### src/hdl/psu_fifo.sv
module psu_fifo #(
    parameter type t_data = logic,
    parameter int  DEPTH  = 2
) (
    input  logic  i_clk,
    input  logic  i_rst_n,
    input  logic  i_push,
    input  t_data i_data,
    output logic  o_full,
    input  logic  i_pop,
    output t_data o_data,
    output logic  o_empty
);

    localparam int PW = (DEPTH > 1) ? $clog2(DEPTH) : 1;
    localparam int CW = $clog2(DEPTH + 1);

    t_data           r_mem [DEPTH];
    logic [PW-1:0]   r_wr_ptr;
    logic [PW-1:0]   r_rd_ptr;
    logic [CW-1:0]   r_count;
    logic [PW-1:0]   n_wr_ptr;
    logic [PW-1:0]   n_rd_ptr;
    logic [CW-1:0]   n_count;
    logic            w_push;
    logic            w_pop;

    assign o_full  = (r_count == CW'(DEPTH));
    assign o_empty = (r_count == '0);
    assign w_push  = i_push && !o_full;
    assign w_pop   = i_pop && !o_empty;
    assign o_data  = r_mem[r_rd_ptr];

    always_comb begin
        n_wr_ptr = r_wr_ptr;
        n_rd_ptr = r_rd_ptr;
        n_count  = r_count;
        if (w_push) begin
            n_wr_ptr = (r_wr_ptr == PW'(DEPTH - 1)) ? '0 : r_wr_ptr + PW'(1);
        end
        if (w_pop) begin
            n_rd_ptr = (r_rd_ptr == PW'(DEPTH - 1)) ? '0 : r_rd_ptr + PW'(1);
        end
        if (w_push && !w_pop) begin
            n_count = r_count + CW'(1);
        end else if (w_pop && !w_push) begin
            n_count = r_count - CW'(1);
        end
    end

    always_ff @(posedge i_clk) begin
        if (!i_rst_n) begin
            r_wr_ptr <= '0;
            r_rd_ptr <= '0;
            r_count  <= '0;
        end else begin
            r_wr_ptr <= n_wr_ptr;
            r_rd_ptr <= n_rd_ptr;
            r_count  <= n_count;
        end
    end

    always_ff @(posedge i_clk) begin
        if (w_push) begin
            r_mem[r_wr_ptr] <= i_data;
        end
    end

endmodule

### config.mk
export PLATFORM = sky130hd
export DESIGN_NAME = psu_fifo
export DESIGN_NICKNAME = d
export VERILOG_FILES = /design/src/hdl/psu_fifo.sv
export SDC_FILE = /design/constraint.sdc
export NUM_CORES = 1
export LEC_CHECK = 0
export BUFFER_PORTS_ARGS = -buffer_cell sky130_fd_sc_hd__buf_2
export CAP_MARGIN = 10
export CORE_AREA = 4 4 41 43
export CTS_BUF_LIST = sky130_fd_sc_hd__clkbuf_4 sky130_fd_sc_hd__clkbuf_8
export DETAILED_ROUTE_END_ITERATION = 7
export DIE_AREA = 0 0 45 47
export SYNTH_ARGS = -nofsm -noshare
export SYNTH_HDL_FRONTEND = slang
export SYNTH_SLANG_ARGS = --single-unit
### constraint.sdc
create_clock -name i_clk -period 1.4 [get_ports i_clk]
set_input_delay 0.28 -clock i_clk [delete_from_list [all_inputs] [get_ports i_clk]]
set_output_delay 0.28 -clock i_clk [all_outputs]
set_load 0.01 [all_outputs]
==> results.toml, run 1 <==
[global_routing]
grtUsageTotal_pct = 7.302
grt_max_degree = 6
grt_overflow = 0
grt_pass1_wl_um = 1014
antenna_found_initial = 0
grt_pass1_vias = 243

[worst_setup_path]
start_kind = "flop"
cp_slowest_cell = "or3_1"
path_cells = "nand2b_4, inv_4, nor2_2, ha_2, xor2_1, or3_1, a21boi_1"
end_kind = "flop"
critPathBufInv = 1
critical-path-top-delay-family = "simple AND/OR/NAND/NOR gates"
cpPeakStageDelay_ps = 340
crit_type = "flop to flop"
arrival_ps = 1580
required_ps = 1570
path_max_fanout = 3

[route]
drt-total-wl_um = 566
initialDrtViolationCount = 1
num_vias = 248
drc = 0
wl_per_cell_um = 9.433
vias_per_cell = 4.133
postRouteAntennaNets = 0
first_pass_iters = 2

[clock_network]
cts_buffer_depth = 2
cts_buffers = 3
cts.htree.levels = 1
postCtsHoldBufs = 0
clock-root-buffer = "clkbuf_4"
clkSlewWorstSetupHoldPaths_ps = 50
clock-sinks = 7
cts_tree = "yes"
insertion_delay_ps = 250

[timing]
hold_violations = 0
setup_ws_ps = -1.648
worstMarginPinSlew_ps = 186.3
finalCritPeriodShare_pct = 100.1
fin_crit_ps = 1402
holdWs_ps = 224.0
rsz0062_at_grt = "yes"
setup_viol = 1
slew_headroom_pct = 87.51
skew_ps = 0.6359
max_freq_mhz = 713.4
slew_violations = 0

[synth]
yosysTopAreaCell = "dfxtp_1"
yosys-top-cells-area = "dfxtp_1 (33%), edfxtp_1 (20%), and2_1 (6.1%)"
synth-seq-cells = 7
ys_seq_area_share_pct = 52.46
synthMuxAreaShare_pct = 3.689
ys_warn_count = 0
yosys.area_share.simple_pct = 18.03
netlist_instances = 28
avgSynthCellArea_sq_um = 10.90
synth_top_area_share_pct = 32.79
syn_nets = 34
synth.distinct_cells = 19
synth_area_sq_um = 305.3
synth_fa_ha_area_share_pct = 4.098
synth_xor_area_share_pct = 8.607
synth_top_family_by_area = "simple AND/OR/NAND/NOR gates"
synth-compound-area-share_pct = 10.66

[pwr]
peakVddDrop_v = 0.0007874
powerDensity_nw_per_um2 = 2097
p_leak_nw = 0.2031

[die]
start_util_pct = 23.46
die_area_sq_um = 2115
die_w_um = 45
io_pins = 8
die_y_um = 47
core_area_sq_um = 1301
rows = 13

[run]
maxCapViolations = 0

[finish]
drive_gt1_share_pct = 55.56
fin_cells = 60
synthToLayoutAreaGrowth_pct = 47.95
fillers = 146
final_cell_mix = "buf_2 (7), buf_4 (6), clkbuf_4 (4)"
insertedDiodeCount = 0
fin_nets = 52
final_core_util_pct = 34.71
layout_commonest_cell = "buf_2"
design_area_sq_um = 451.7

[placed_design]
place_congestion = 0.6177
dp_slack_ps = -1.771
hpwl_um = 409.9
numPortBuffers = 7
dp_cells = 54
dpl_cell_area_sq_um = 402.9

[outcome]
outcome = "complete, but fails checks"
violations = "negative setup slack"

[worst_hold_path]
hold_path_class = "input port to flop"
[worst reg2reg max path, stage by stage, from the launching register on]
cell and delay [ps]:
dfxtp_2 320, nand2b_4 150, inv_4 50, nor2_2 30, ha_2 180, xor2_1 140, or3_1 340, a21boi_1 120
[per-stage QoR]
| stage | setup TNS (ps) | power, W |
|---|---|---|
| 6_report | -1.648 | 0.0009472 |
| 5_1_grt | -42.70 | 0.001028 |
| 4_1_cts | -14.67 | 0.0009632 |
| 3_5_place_dp | -1.771 | 0.0007127 |
| 3_3_place_gp | -1.975 | 0.0007121 |
| 2_1_floorplan | 0 | 0.0005683 |
[synth_stat cells, drive strengths merged]
cell / n
nand2b: 1
or3: 1
nor2: 2
and3: 1
o21ai: 2
xor2: 1
nor3: 1
ha: 1
edfxtp: 2
a21boi: 2
and2: 3
dfxtp: 5
inv: 2
mux2: 1
xnor2: 2
o21a: 1
[path summary, 6_finish.rpt]
| path | to | startpoint | slack [ps] | cells past startpoint |
|---|---|---|---|---|
| min reg2reg | r_mem[0] | r_wr_ptr | 570 | 1 |
| max | r_count[1] | r_count[0] | -2 | 7 |
| min | r_mem[0] | i_data | 220 | 1 |
| max reg2reg | r_count[1] | r_count[0] | -2 | 7 |
[metal layers]
metal	part of all wire (%)	vias up	track usage, %	routed length, um
li1	-	130	-	-
met1	44	110	7.604	250
met2	44	8	10.17	249
met3	12	0	4.215	66
met4	0	0	7.018	0
met5	0	-	0	0
[logic make-up (layout without fill, tap and decap cells)]
logic type,after synthesis,count (layout)
AND/OR/NAND/NOR,9,9
flip-flops,7,7
AO/OA/AOI/OAI,5,5
XOR/XNOR,3,3
buffers and inverters,2,19
adder cells (fa/ha/maj),1,1
multiplexers,1,1
[where the power goes]
part | total (W) | internal [W] | switching [W]
Combinational | 0.000430 | 0.000254 | 0.000175
Sequential | 0.000318 | 0.000277 | 0.0000405
Clock | 0.000200 | 0.000128 | 0.0000719
[final cells by class]
cell class / instances / area, sq um / share of cell area [%]
timing repair buffer: 13 / 80.08 / 17.73
sequential: 7 / 162.7 / 36.01
tap: 15 / 18.77 / 4.155
multi-input combinational: 19 / 150.1 / 33.24
clock buffer: 4 / 30.03 / 6.648
inverter: 2 / 10.01 / 2.216
[timing repair]
item	4_1_cts	5_1_grt
cloned	0	0
resized for setup	2	0
pin swaps	1	1
setup buffers	2	0
setup endpoints to repair	1	1
(Power assumes the default switching activity.)
==> run 2: changes to the inputs <==
--- a/config.mk
+++ b/config.mk
@@ -11,6 +11,7 @@
 export CTS_BUF_LIST = sky130_fd_sc_hd__clkbuf_4 sky130_fd_sc_hd__clkbuf_8
 export DETAILED_ROUTE_END_ITERATION = 7
 export DIE_AREA = 0 0 45 47
+export PLACE_DENSITY_LB_ADDON = 0.25
 export SYNTH_ARGS = -nofsm -noshare
 export SYNTH_HDL_FRONTEND = slang
 export SYNTH_SLANG_ARGS = --single-unit
==> results.toml, run 2 (synthesis gave the netlist of run 1 again) <==
[outcome]
outcome = "complete, but fails checks"
violations = "negative setup slack"

[worst_hold_path]
hold_path_class = "input port to flop"

[clock_network]
cts.htree.levels = 1
cts_tree = "yes"
insertion_delay_ps = 250
clock-sinks = 7
post_cts_buffers = 0
clock-root-buffer = "clkbuf_4"
cts_buffer_depth = 2
postCtsHoldBufs = 0
clkSlewWorstSetupHoldPaths_ps = 50
cts_buffers = 3

[global_routing]
grt_max_degree = 6
antenna_found_initial = 0
grt_pass1_vias = 231
grtUsageTotal_pct = 6.688
grt_pass1_wl_um = 966
grt_overflow = 0

[placed_design]
place_congestion = 0.7090
dp_slack_ps = -64.52
numPortBuffers = 7
hpwl_um = 472.6

[die]
die_area_sq_um = 2115
io_pins = 8
rows = 13
die_w_um = 45
start_util_pct = 23.46
die_y_um = 47
core_area_sq_um = 1301

[route]
first_pass_iters = 2
initialDrtViolationCount = 4
vias_per_cell = 4.193
num_vias = 239
drt-total-wl_um = 576
drc = 0
wl_per_cell_um = 10.11
postRouteAntennaNets = 0

[finish]
insertedDiodeCount = 0
drive_gt1_share_pct = 54.76
final_cell_mix = "buf_2 (7), clkbuf_4 (4), and2_1 (3), dfxtp_1 (3), buf_4 (3)"
synthToLayoutAreaGrowth_pct = 41.80
fillers = 141
fin_nets = 49
layout_commonest_cell = "buf_2"

[timing]
skew_ps = 2.481
worstMarginPinSlew_ps = 194.9
slew_headroom_pct = 86.93
holdWs_ps = 221.2
fin_tns_setup_ps = -46.40
hold_violations = 0
max_freq_mhz = 691.4
rsz0062_at_grt = "yes"
setup_viol = 1
slew_violations = 0
setup_ws_ps = -46.40
finalCritPeriodShare_pct = 103.3
fin_crit_ps = 1446

[worst_setup_path]
path_max_fanout = 3
arrival_ps = 1620
crit_type = "flop to flop"
start_kind = "flop"
required_ps = 1570
end_kind = "flop"

[pwr]
power_w = 0.0009214
p_leak_nw = 0.1900
powerDensity_nw_per_um2 = 2128
peakVddDrop_v = 0.0006864

[run]
maxCapViolations = 0
run 2: cell count changes in the layout (fill, tap and decap cells not counted):
cell and delta:
buf_4 -3, o21ai_1 -1, o21ai_2 +1
run 2: worst paths after layout:
| kind | end | cells past startpoint | startpoint | slack, ps |
|---|---|---|---|---|
| setup / recovery | r_count[1] | 7 | r_count[0] | -50 |
| hold / removal | r_mem[1] | 1 | i_data | 220 |
| setup reg to reg | r_count[1] | 7 | r_count[0] | -50 |
| hold reg to reg | r_mem[0] | 1 | r_wr_ptr | 580 |
run 2: metrics by stage:
| step | cells | cell area, sq um | util, % |
|---|---|---|---|
| after floorplan | 28 | 319.1 | - |
| after global placement | 53 | 395.4 | 30.38 |
| after detailed placement | 53 | 395.4 | 30.38 |
| after CTS | 57 | 432.9 | 33.27 |
| after global routing | 57 | 432.9 | 33.27 |
| final | 57 | 432.9 | 33.27 |
run 2: power by group:
group          internal, W  switching (W)  leakage [nW]
sequential        0.000278      0.0000445        0.0606
combinational     0.000221       0.000179         0.111
clock             0.000128      0.0000709        0.0184
total             0.000627       0.000295         0.190
run 2: routing by layer:
| layer | wire length [um] | track usage (%) |
|---|---|---|
| met3 | 37 | 5.747 |
| met4 | 0 | 0 |
| met2 | 287 | 10.45 |
| met1 | 251 | 7.442 |
| met5 | 0 | 0 |
run 2: area by class of cell:
cell class	instances	area (sq um)	area share [%]
Timing Repair Buffer	10	57.56	13.29
Sequential cell	7	162.7	37.57
Tap cell	15	18.77	4.335
Multi-Input combinational cell	19	153.9	35.55
Inverter	2	10.01	2.312
Clock buffer	4	30.03	6.936
run 2: worst max-delay path, cell delays in order (launching register included):
cell,delay (ps)
dfxtp_2,320
nand2b_4,150
inv_4,60
nor2_2,30
ha_2,170
xor2_1,140
or3_1,350
a21boi_1,140
run 2: repair_timing:
action                                 in CTS  in global routing
setup endpoints to repair                   1                  1
endpoints found under the hold margin       0                  0
cloned                                      0                  0
gates resized for setup                     3                  0
