**src/hdl/psu_pkg.sv**
```systemverilog
package psu_pkg;

    localparam int ROW_BYTES_W   = 13;
    localparam int PIXEL_BYTES_W = 4;
    localparam int CFG_IDX_W     = 2;
    localparam int CFG_DATA_W    = 13;

    localparam logic [CFG_IDX_W-1:0] CFG_ROW_BYTES   = 2'd0;
    localparam logic [CFG_IDX_W-1:0] CFG_PIXEL_BYTES = 2'd1;

    localparam logic [ROW_BYTES_W-1:0]   ROW_BYTES_RST   = 13'd4;
    localparam logic [PIXEL_BYTES_W-1:0] PIXEL_BYTES_RST = 4'd4;

    localparam logic [7:0] FILTER_MAX = 8'd4;

    typedef enum logic [2:0] {
        F_NONE  = 3'd0,
        F_SUB   = 3'd1,
        F_UP    = 3'd2,
        F_AVG   = 3'd3,
        F_PAETH = 3'd4
    } t_filter;

    typedef struct packed {
        logic [7:0] data_byte;
        logic       start_image;
    } t_in_item;

    typedef struct packed {
        logic [7:0] pixel_byte;
        logic       end_of_row;
        logic       bad_filter;
    } t_out_item;

endpackage

```
**src/hdl/psu_front.sv**
```systemverilog
module psu_front #(
    parameter int MAX_ROW_BYTES   = 4096,
    parameter int MAX_PIXEL_BYTES = 8
) (
    input  logic                            i_clk,
    input  logic                            i_rst_n,
    input  logic                            push,
    output logic                            full,
    input  psu_pkg::t_in_item               i_in_item,
    input  logic                            i_cfg_valid,
    output logic                            o_cfg_ready,
    input  logic [psu_pkg::CFG_IDX_W-1:0]   i_cfg_index,
    input  logic [psu_pkg::CFG_DATA_W-1:0]  i_cfg_data,
    output logic                            o_job_push,
    output logic [((MAX_ROW_BYTES > 1) ? $clog2(MAX_ROW_BYTES) : 1)
                  + ((MAX_PIXEL_BYTES > 1) ? $clog2(MAX_PIXEL_BYTES) : 1)
                  + 15 - 1:0]               o_job,
    input  logic                            i_job_full
);

    localparam int COL_W  = (MAX_ROW_BYTES > 1) ? $clog2(MAX_ROW_BYTES) : 1;
    localparam int SLOT_W = (MAX_PIXEL_BYTES > 1) ? $clog2(MAX_PIXEL_BYTES) : 1;
    localparam int LEN_W  = $clog2(MAX_ROW_BYTES + 1);
    localparam int CL_W   = (LEN_W > psu_pkg::ROW_BYTES_W) ? LEN_W : psu_pkg::ROW_BYTES_W;
    localparam int BPP_W  = $clog2(MAX_PIXEL_BYTES + 1);
    localparam int CB_W   = (BPP_W > psu_pkg::PIXEL_BYTES_W) ? BPP_W : psu_pkg::PIXEL_BYTES_W;
    localparam int CNT_W  = $clog2(COL_W + 1);

    typedef struct packed {
        logic [7:0]        data;
        logic [COL_W-1:0]  col;
        logic [SLOT_W-1:0] slot;
        logic              left_ok;
        logic              first_row;
        psu_pkg::t_filter  filter;
        logic              bad;
        logic              last;
    } t_job;

    // S_CLAMP/S_DIV recompute the pixel slot of the current column after a register write
    typedef enum logic [1:0] {
        S_RUN,
        S_CLAMP,
        S_DIV
    } t_state;

    t_state                          r_state, n_state;
    logic [psu_pkg::ROW_BYTES_W-1:0]   r_row_bytes, n_row_bytes;
    logic [psu_pkg::PIXEL_BYTES_W-1:0] r_bpp, n_bpp;
    logic [COL_W-1:0]                r_column, n_column;
    logic [SLOT_W-1:0]               r_slot, n_slot;
    logic                            r_expect, n_expect;
    logic                            r_first_row, n_first_row;
    psu_pkg::t_filter                r_filter, n_filter;
    logic                            r_bad, n_bad;
    logic [COL_W-1:0]                r_div_num, n_div_num;
    logic [CB_W-1:0]                 r_rem, n_rem;
    logic [CNT_W-1:0]                r_cnt, n_cnt;

    logic [CL_W-1:0]   w_len;
    logic [CB_W-1:0]   w_bpp;
    logic [CL_W-1:0]   w_col_c;
    logic [COL_W-1:0]  w_col;
    logic              w_last;
    logic              w_acc;
    logic              w_type;
    logic [CB_W-1:0]   w_slot_p1;
    logic [CB_W:0]     w_rem_sh;
    logic [CB_W:0]     w_rem_nx;
    logic              w_bad_type;
    t_job              w_job;

    always_comb begin
        w_len = CL_W'(r_row_bytes);
        if (r_row_bytes == '0) begin
            w_len = CL_W'(1);
        end else if (w_len > CL_W'(MAX_ROW_BYTES)) begin
            w_len = CL_W'(MAX_ROW_BYTES);
        end
        w_bpp = CB_W'(r_bpp);
        if (r_bpp == '0) begin
            w_bpp = CB_W'(1);
        end else if (w_bpp > CB_W'(MAX_PIXEL_BYTES)) begin
            w_bpp = CB_W'(MAX_PIXEL_BYTES);
        end
    end

    assign w_col_c   = (CL_W'(r_column) >= w_len) ? w_len - CL_W'(1) : CL_W'(r_column);
    assign w_col     = w_col_c[COL_W-1:0];
    assign w_last    = (w_col_c + CL_W'(1)) >= w_len;
    assign w_slot_p1 = CB_W'(r_slot) + CB_W'(1);
    assign w_rem_sh  = {r_rem, r_div_num[COL_W-1]};
    assign w_rem_nx  = (w_rem_sh >= (CB_W + 1)'(w_bpp)) ? w_rem_sh - (CB_W + 1)'(w_bpp)
                                                      : w_rem_sh;
    assign w_bad_type = i_in_item.data_byte > psu_pkg::FILTER_MAX;

    assign full        = (r_state != S_RUN) || i_job_full;
    assign o_cfg_ready = 1'b1;
    assign w_acc       = push && !full;
    assign w_type      = i_in_item.start_image || r_expect;

    always_comb begin
        w_job.data      = i_in_item.data_byte;
        w_job.col       = w_col;
        w_job.slot      = r_slot;
        w_job.left_ok   = w_col_c >= CL_W'(w_bpp);
        w_job.first_row = r_first_row;
        w_job.filter    = r_filter;
        w_job.bad       = r_bad;
        w_job.last      = w_last;
    end

    assign o_job_push = w_acc && !w_type;
    assign o_job      = w_job;

    always_comb begin
        n_state     = r_state;
        n_row_bytes = r_row_bytes;
        n_bpp       = r_bpp;
        n_column    = r_column;
        n_slot      = r_slot;
        n_expect    = r_expect;
        n_first_row = r_first_row;
        n_filter    = r_filter;
        n_bad       = r_bad;
        n_div_num   = r_div_num;
        n_rem       = r_rem;
        n_cnt       = r_cnt;

        if (w_acc) begin
            if (w_type) begin
                n_bad    = w_bad_type;
                n_filter = w_bad_type ? psu_pkg::F_NONE
                                      : psu_pkg::t_filter'(i_in_item.data_byte[2:0]);
                n_expect = 1'b0;
                n_column = '0;
                n_slot   = '0;
                if (i_in_item.start_image) begin
                    n_first_row = 1'b1;
                end
            end else if (w_last) begin
                n_column    = '0;
                n_slot      = '0;
                n_expect    = 1'b1;
                n_first_row = 1'b0;
            end else begin
                n_column = w_col + COL_W'(1);
                n_slot   = (w_slot_p1 == w_bpp) ? '0 : w_slot_p1[SLOT_W-1:0];
            end
        end

        unique case (r_state)
            S_RUN: begin
            end
            S_CLAMP: begin
                n_div_num = w_col;
                n_rem     = '0;
                n_cnt     = CNT_W'(COL_W);
                n_state   = S_DIV;
            end
            S_DIV: begin
                n_div_num = r_div_num << 1;
                n_rem     = w_rem_nx[CB_W-1:0];
                n_cnt     = r_cnt - CNT_W'(1);
                if (r_cnt == CNT_W'(1)) begin
                    n_slot  = w_rem_nx[SLOT_W-1:0];
                    n_state = S_RUN;
                end
            end
            default: begin
                n_state = S_RUN;
            end
        endcase

        if (i_cfg_valid) begin
            if (i_cfg_index == psu_pkg::CFG_ROW_BYTES) begin
                n_row_bytes = i_cfg_data[psu_pkg::ROW_BYTES_W-1:0];
            end else if (i_cfg_index == psu_pkg::CFG_PIXEL_BYTES) begin
                n_bpp = i_cfg_data[psu_pkg::PIXEL_BYTES_W-1:0];
            end
            n_state = S_CLAMP;
        end
    end

    always_ff @(posedge i_clk) begin
        if (!i_rst_n) begin
            r_state     <= S_RUN;
            r_row_bytes <= psu_pkg::ROW_BYTES_RST;
            r_bpp       <= psu_pkg::PIXEL_BYTES_RST;
            r_column    <= '0;
            r_slot      <= '0;
            r_expect    <= 1'b1;
            r_first_row <= 1'b1;
            r_filter    <= psu_pkg::F_NONE;
            r_bad       <= 1'b0;
            r_cnt       <= '0;
        end else begin
            r_state     <= n_state;
            r_row_bytes <= n_row_bytes;
            r_bpp       <= n_bpp;
            r_column    <= n_column;
            r_slot      <= n_slot;
            r_expect    <= n_expect;
            r_first_row <= n_first_row;
            r_filter    <= n_filter;
            r_bad       <= n_bad;
            r_cnt       <= n_cnt;
        end
        r_div_num <= n_div_num;
        r_rem     <= n_rem;
    end

endmodule

```
**config.mk**
```make
export PLATFORM = sky130hd
export DESIGN_NAME = psu_front
export DESIGN_NICKNAME = d
export VERILOG_FILES = /design/src/hdl/psu_pkg.sv /design/src/hdl/psu_front.sv
export SDC_FILE = /design/constraint.sdc
export NUM_CORES = 1
export LEC_CHECK = 0
export BUFFER_PORTS_ARGS = -buffer_cell sky130_fd_sc_hd__buf_2
export CAP_MARGIN = 20
export CORE_UTILIZATION = 65
export CTS_BUF_LIST = sky130_fd_sc_hd__clkbuf_8
export CTS_CLUSTER_DIAMETER = 150
export DETAILED_ROUTE_END_ITERATION = 10
export HOLD_SLACK_MARGIN = 0.1
export PLACE_DENSITY_LB_ADDON = 0.3
export REMOVE_ABC_BUFFERS = 1
export SYNTH_ARGS = -nofsm -noshare
export SYNTH_HDL_FRONTEND = slang
export SYNTH_SLANG_ARGS = --single-unit
```
**constraint.sdc**
```tcl
create_clock -name i_clk -period 10.75 [get_ports i_clk]
set_input_delay 2.15 -clock i_clk [delete_from_list [all_inputs] [get_ports i_clk]]
set_output_delay 2.15 -clock i_clk [all_outputs]
set_load 0.05 [all_outputs]
```
==> flow_summary.toml <==
[run_status]
status = "finished with violations"
violations = "DRC"

[yosys]
syn_area_um2 = 4392
ys_async_sr_fraction = 0
yosysWarningCount = 0
synthTopCellsByArea = "dfxtp_1 20%, ha_1 12%, edfxtp_1 11%"
synthMuxAreaShare = 0.05014
ys_seq_area_frac = 0.3100
synth_area_leader_cell = "dfxtp_1"
netlist_instances = 519
yosys.area_share.simple = 0.2265
yosysTopAreaCellShare = 0.2006
synth_area_per_cell_um2 = 8.462
ys_types = 70
synth_top_family_by_area = "simple AND/OR/NAND/NOR gates"
synth_xor_area_frac = 0.02593
synth-seq-cells = 60
synth_compound_area_frac = 0.1983
synthAdderAreaFrac = 0.1214
synth_edf_count = 16
synth_ff_type = "dfxtp_1"

[clock_tree]
numCtsBuffers = 9
tritoncts = "built"
cts_setup_buffers = 0
clk_latency_ns = 0.35
htreeDepth = 3
cts_root_buf = "clkbuf_8"
clockBufferDepth = 2
path_clk_slew_ns = 0.07
cts.sinks = 60
hold_buffers = 0
cts.repair.resized = 0

[drt]
vias = 3991
final_antenna_net_count = 0
post_drt_wl_per_cell_um = 17.00
routed_via_density = 6.226
drt_iter0_markers = 287
wl_um = 10890
first_pass_iters = 8
post-route-drc-count = 6

[power]
ir_drop_mv = 0.1067
sequentialPowerShare = 0.382
combPwrFrac = 0.245
p_switching_mw = 0.2073
switching_share = 0.3178
power_density_nw_per_um2 = 134.3
p_int_mw = 0.4449
leakagePower_nw = 2.167
power_frac_clock = 0.373

[floorplan]
dieArea_um2 = 7089
die_w_um = 84.20
initial_core_util = 0.6838
pin_count = 62
coreArea_um2 = 6422
dieHeight_um = 84.20
fp-row-count = 29

[setup_path]
cp_slowest_cell = "or2_1"
path_buf_inv = 3
critPathArrivalTime_ns = 6.28
worstPathCellList = "nor4_2 > a31oi_1 > nor2_1 > ha_1 > and3_1 > nand3_1 > a311oi_2 > or2_1 > o21ai_0 > inv_1 > ha_1 > nand2_1 > o32a_1 > nor2_1 > xnor2_1 > ha_1 > nand4_1 > a31o_2 > a311oi_1 > nor2_1 > inv_1 > buf_2"
path_class = "reg2out"
critPathMaxFanout = 22
max_stage_delay_ns = 0.73
critPathTopFamily = "simple AND/OR/NAND/NOR gates"
cp.required_ns = 8.60
endpoint_kind = "output port"
crit_path_start_kind = "flip-flop"

[timing]
tightest_slew_ns = 1.016
clock.fmax_mhz = 118.7
slew_headroom = 0.3229
holdWs_ns = 0.5026
setup_viol = 0
finalMaxSlewViolations = 0
skew_ns = 0.01901
period_minus_slack_ns = 8.425
finalCritPeriodShare = 0.7837
rsz0062_at_grt = "false"
finalHoldViolCount = 0
fin_setup_tns_ns = 0

[final_layout]
fin_area_um2 = 4856
layout_common_cells = "68 x nand2_1, 60 x buf_2, 44 x dfxtp_1"
area_delta_synth_final_pct = 10.57
fin_nets = 630
layout_commonest_cell = "nand2_1"
drive_gt1_frac = 0.1702
antenna_cells = 0

[place]
dpl_cell_area_um2 = 4618
dp_hpwl_um = 8159
gp_congestion = 0.9612
io_buffer_count = 60

[global_route]
grtUsageTotal = 0.3216
grt_pass1_wl_um = 18030
grt_overflow = 0
antenna_found_initial = 0
grt_max_degree = 39
grt_pass1_vias = 3837

[job]
drv_cap = 0

[min_path]
hold_class = "reg2reg"
==> tightest hold or removal path, cell delays in order, from the launching register on <==
cell and delay [ns]:
dfxtp_1 0.32, nand2_1 0.06, o211ai_1 0.07
==> synth_stat cells, drive strengths merged, types with 5 or more instances <==
master and number:
nor4 6, a21oi 21, nor3 10, clkbuf 15
mux2i 14, inv 31, nand4 8, nor2b 15
a21boi 13, edfxtp 16, mux2 6, a22oi 8
nand3 12, o211ai 5, buf 17, nor2 29
o21a 6, nand2b 8, xnor2 11, a22o 8
nand2 68, o21ai 30, dfxtp 44, and3 5
and2 11, a21o 5, ha 41
==> kinds of logic (layout without fill, tap and decap cells) <==
logic type | count (synthesis) | in the layout
other | 1 | 1
adder cells (fa/ha/maj) | 42 | 42
flip-flops | 60 | 60
buffers and inverters | 63 | 108
AO/OA/AOI/OAI | 128 | 128
XOR/XNOR | 13 | 13
AND/OR/NAND/NOR | 192 | 192
multiplexers | 20 | 20
==> power by group through the flow <==
stage	registers, mW	logic (mW)	clock network, mW
CTS	0.249	0.157	0.244
global route	0.250	0.173	0.252
detailed placement	0.254	0.156	0
global placement	0.254	0.154	0
finish	0.249	0.160	0.243
floorplan	0.253	0.110	0
==> metrics by stage <==
step | utilization | std cells | power (mW) | worst slack (ns)
2_1_floorplan | - | 487 | 0.3628 | 2.848
3_3_place_gp | 0.7191 | 625 | 0.4079 | 2.985
3_5_place_dp | 0.7191 | 625 | 0.4104 | 2.778
4_1_cts | 0.7561 | 641 | 0.6510 | 2.398
5_1_grt | 0.7561 | 641 | 0.6751 | 1.841
6_report | 0.7561 | 641 | 0.6522 | 2.325
==> registers in the layout, indices dropped and copies added (netlist names) <==
name         flops
r_bad            1
r_bpp            4
r_cnt            4
r_column        12
r_div_num       12
r_expect         1
r_filter         3
r_first_row      1
r_rem            4
r_row_bytes     13
r_slot           3
r_state          2
==> worst paths after layout <==
kind	start	end	slack, ns	cells after the start
max	r_row_bytes[5]	o_job[0]	2.32	22
min reg2reg	r_expect	r_expect	0.50	2
max reg2reg	r_row_bytes[5]	r_slot[2]	4.04	22
min	r_expect	r_expect	0.50	2
==> layer usage <==
metal / part of all wire / global-route usage / wire [µm] / up-vias
met5: 0 / 0 / 0 / -
met1: 0.45 / 0.4355 / 4943 / 1832
met4: 0.025 / 0.1364 / 270 / 0
li1: - / - / - / 1944
met2: 0.46 / 0.5089 / 4978 / 188
met3: 0.064 / 0.05703 / 701 / 27
==> cell type report <==
cell class / instances / area (µm²)
Clock buffer: 12 / 165.2
Clock inverter: 4 / 72.57
Fill cell: 484 / 1567
Inverter: 31 / 116.4
Multi-Input combinational cell: 396 / 2736
Sequential cell: 60 / 1361
Tap cell: 77 / 96.34
Timing Repair Buffer: 61 / 307.8
Note: power is estimated with default switching activity, not from simulation.
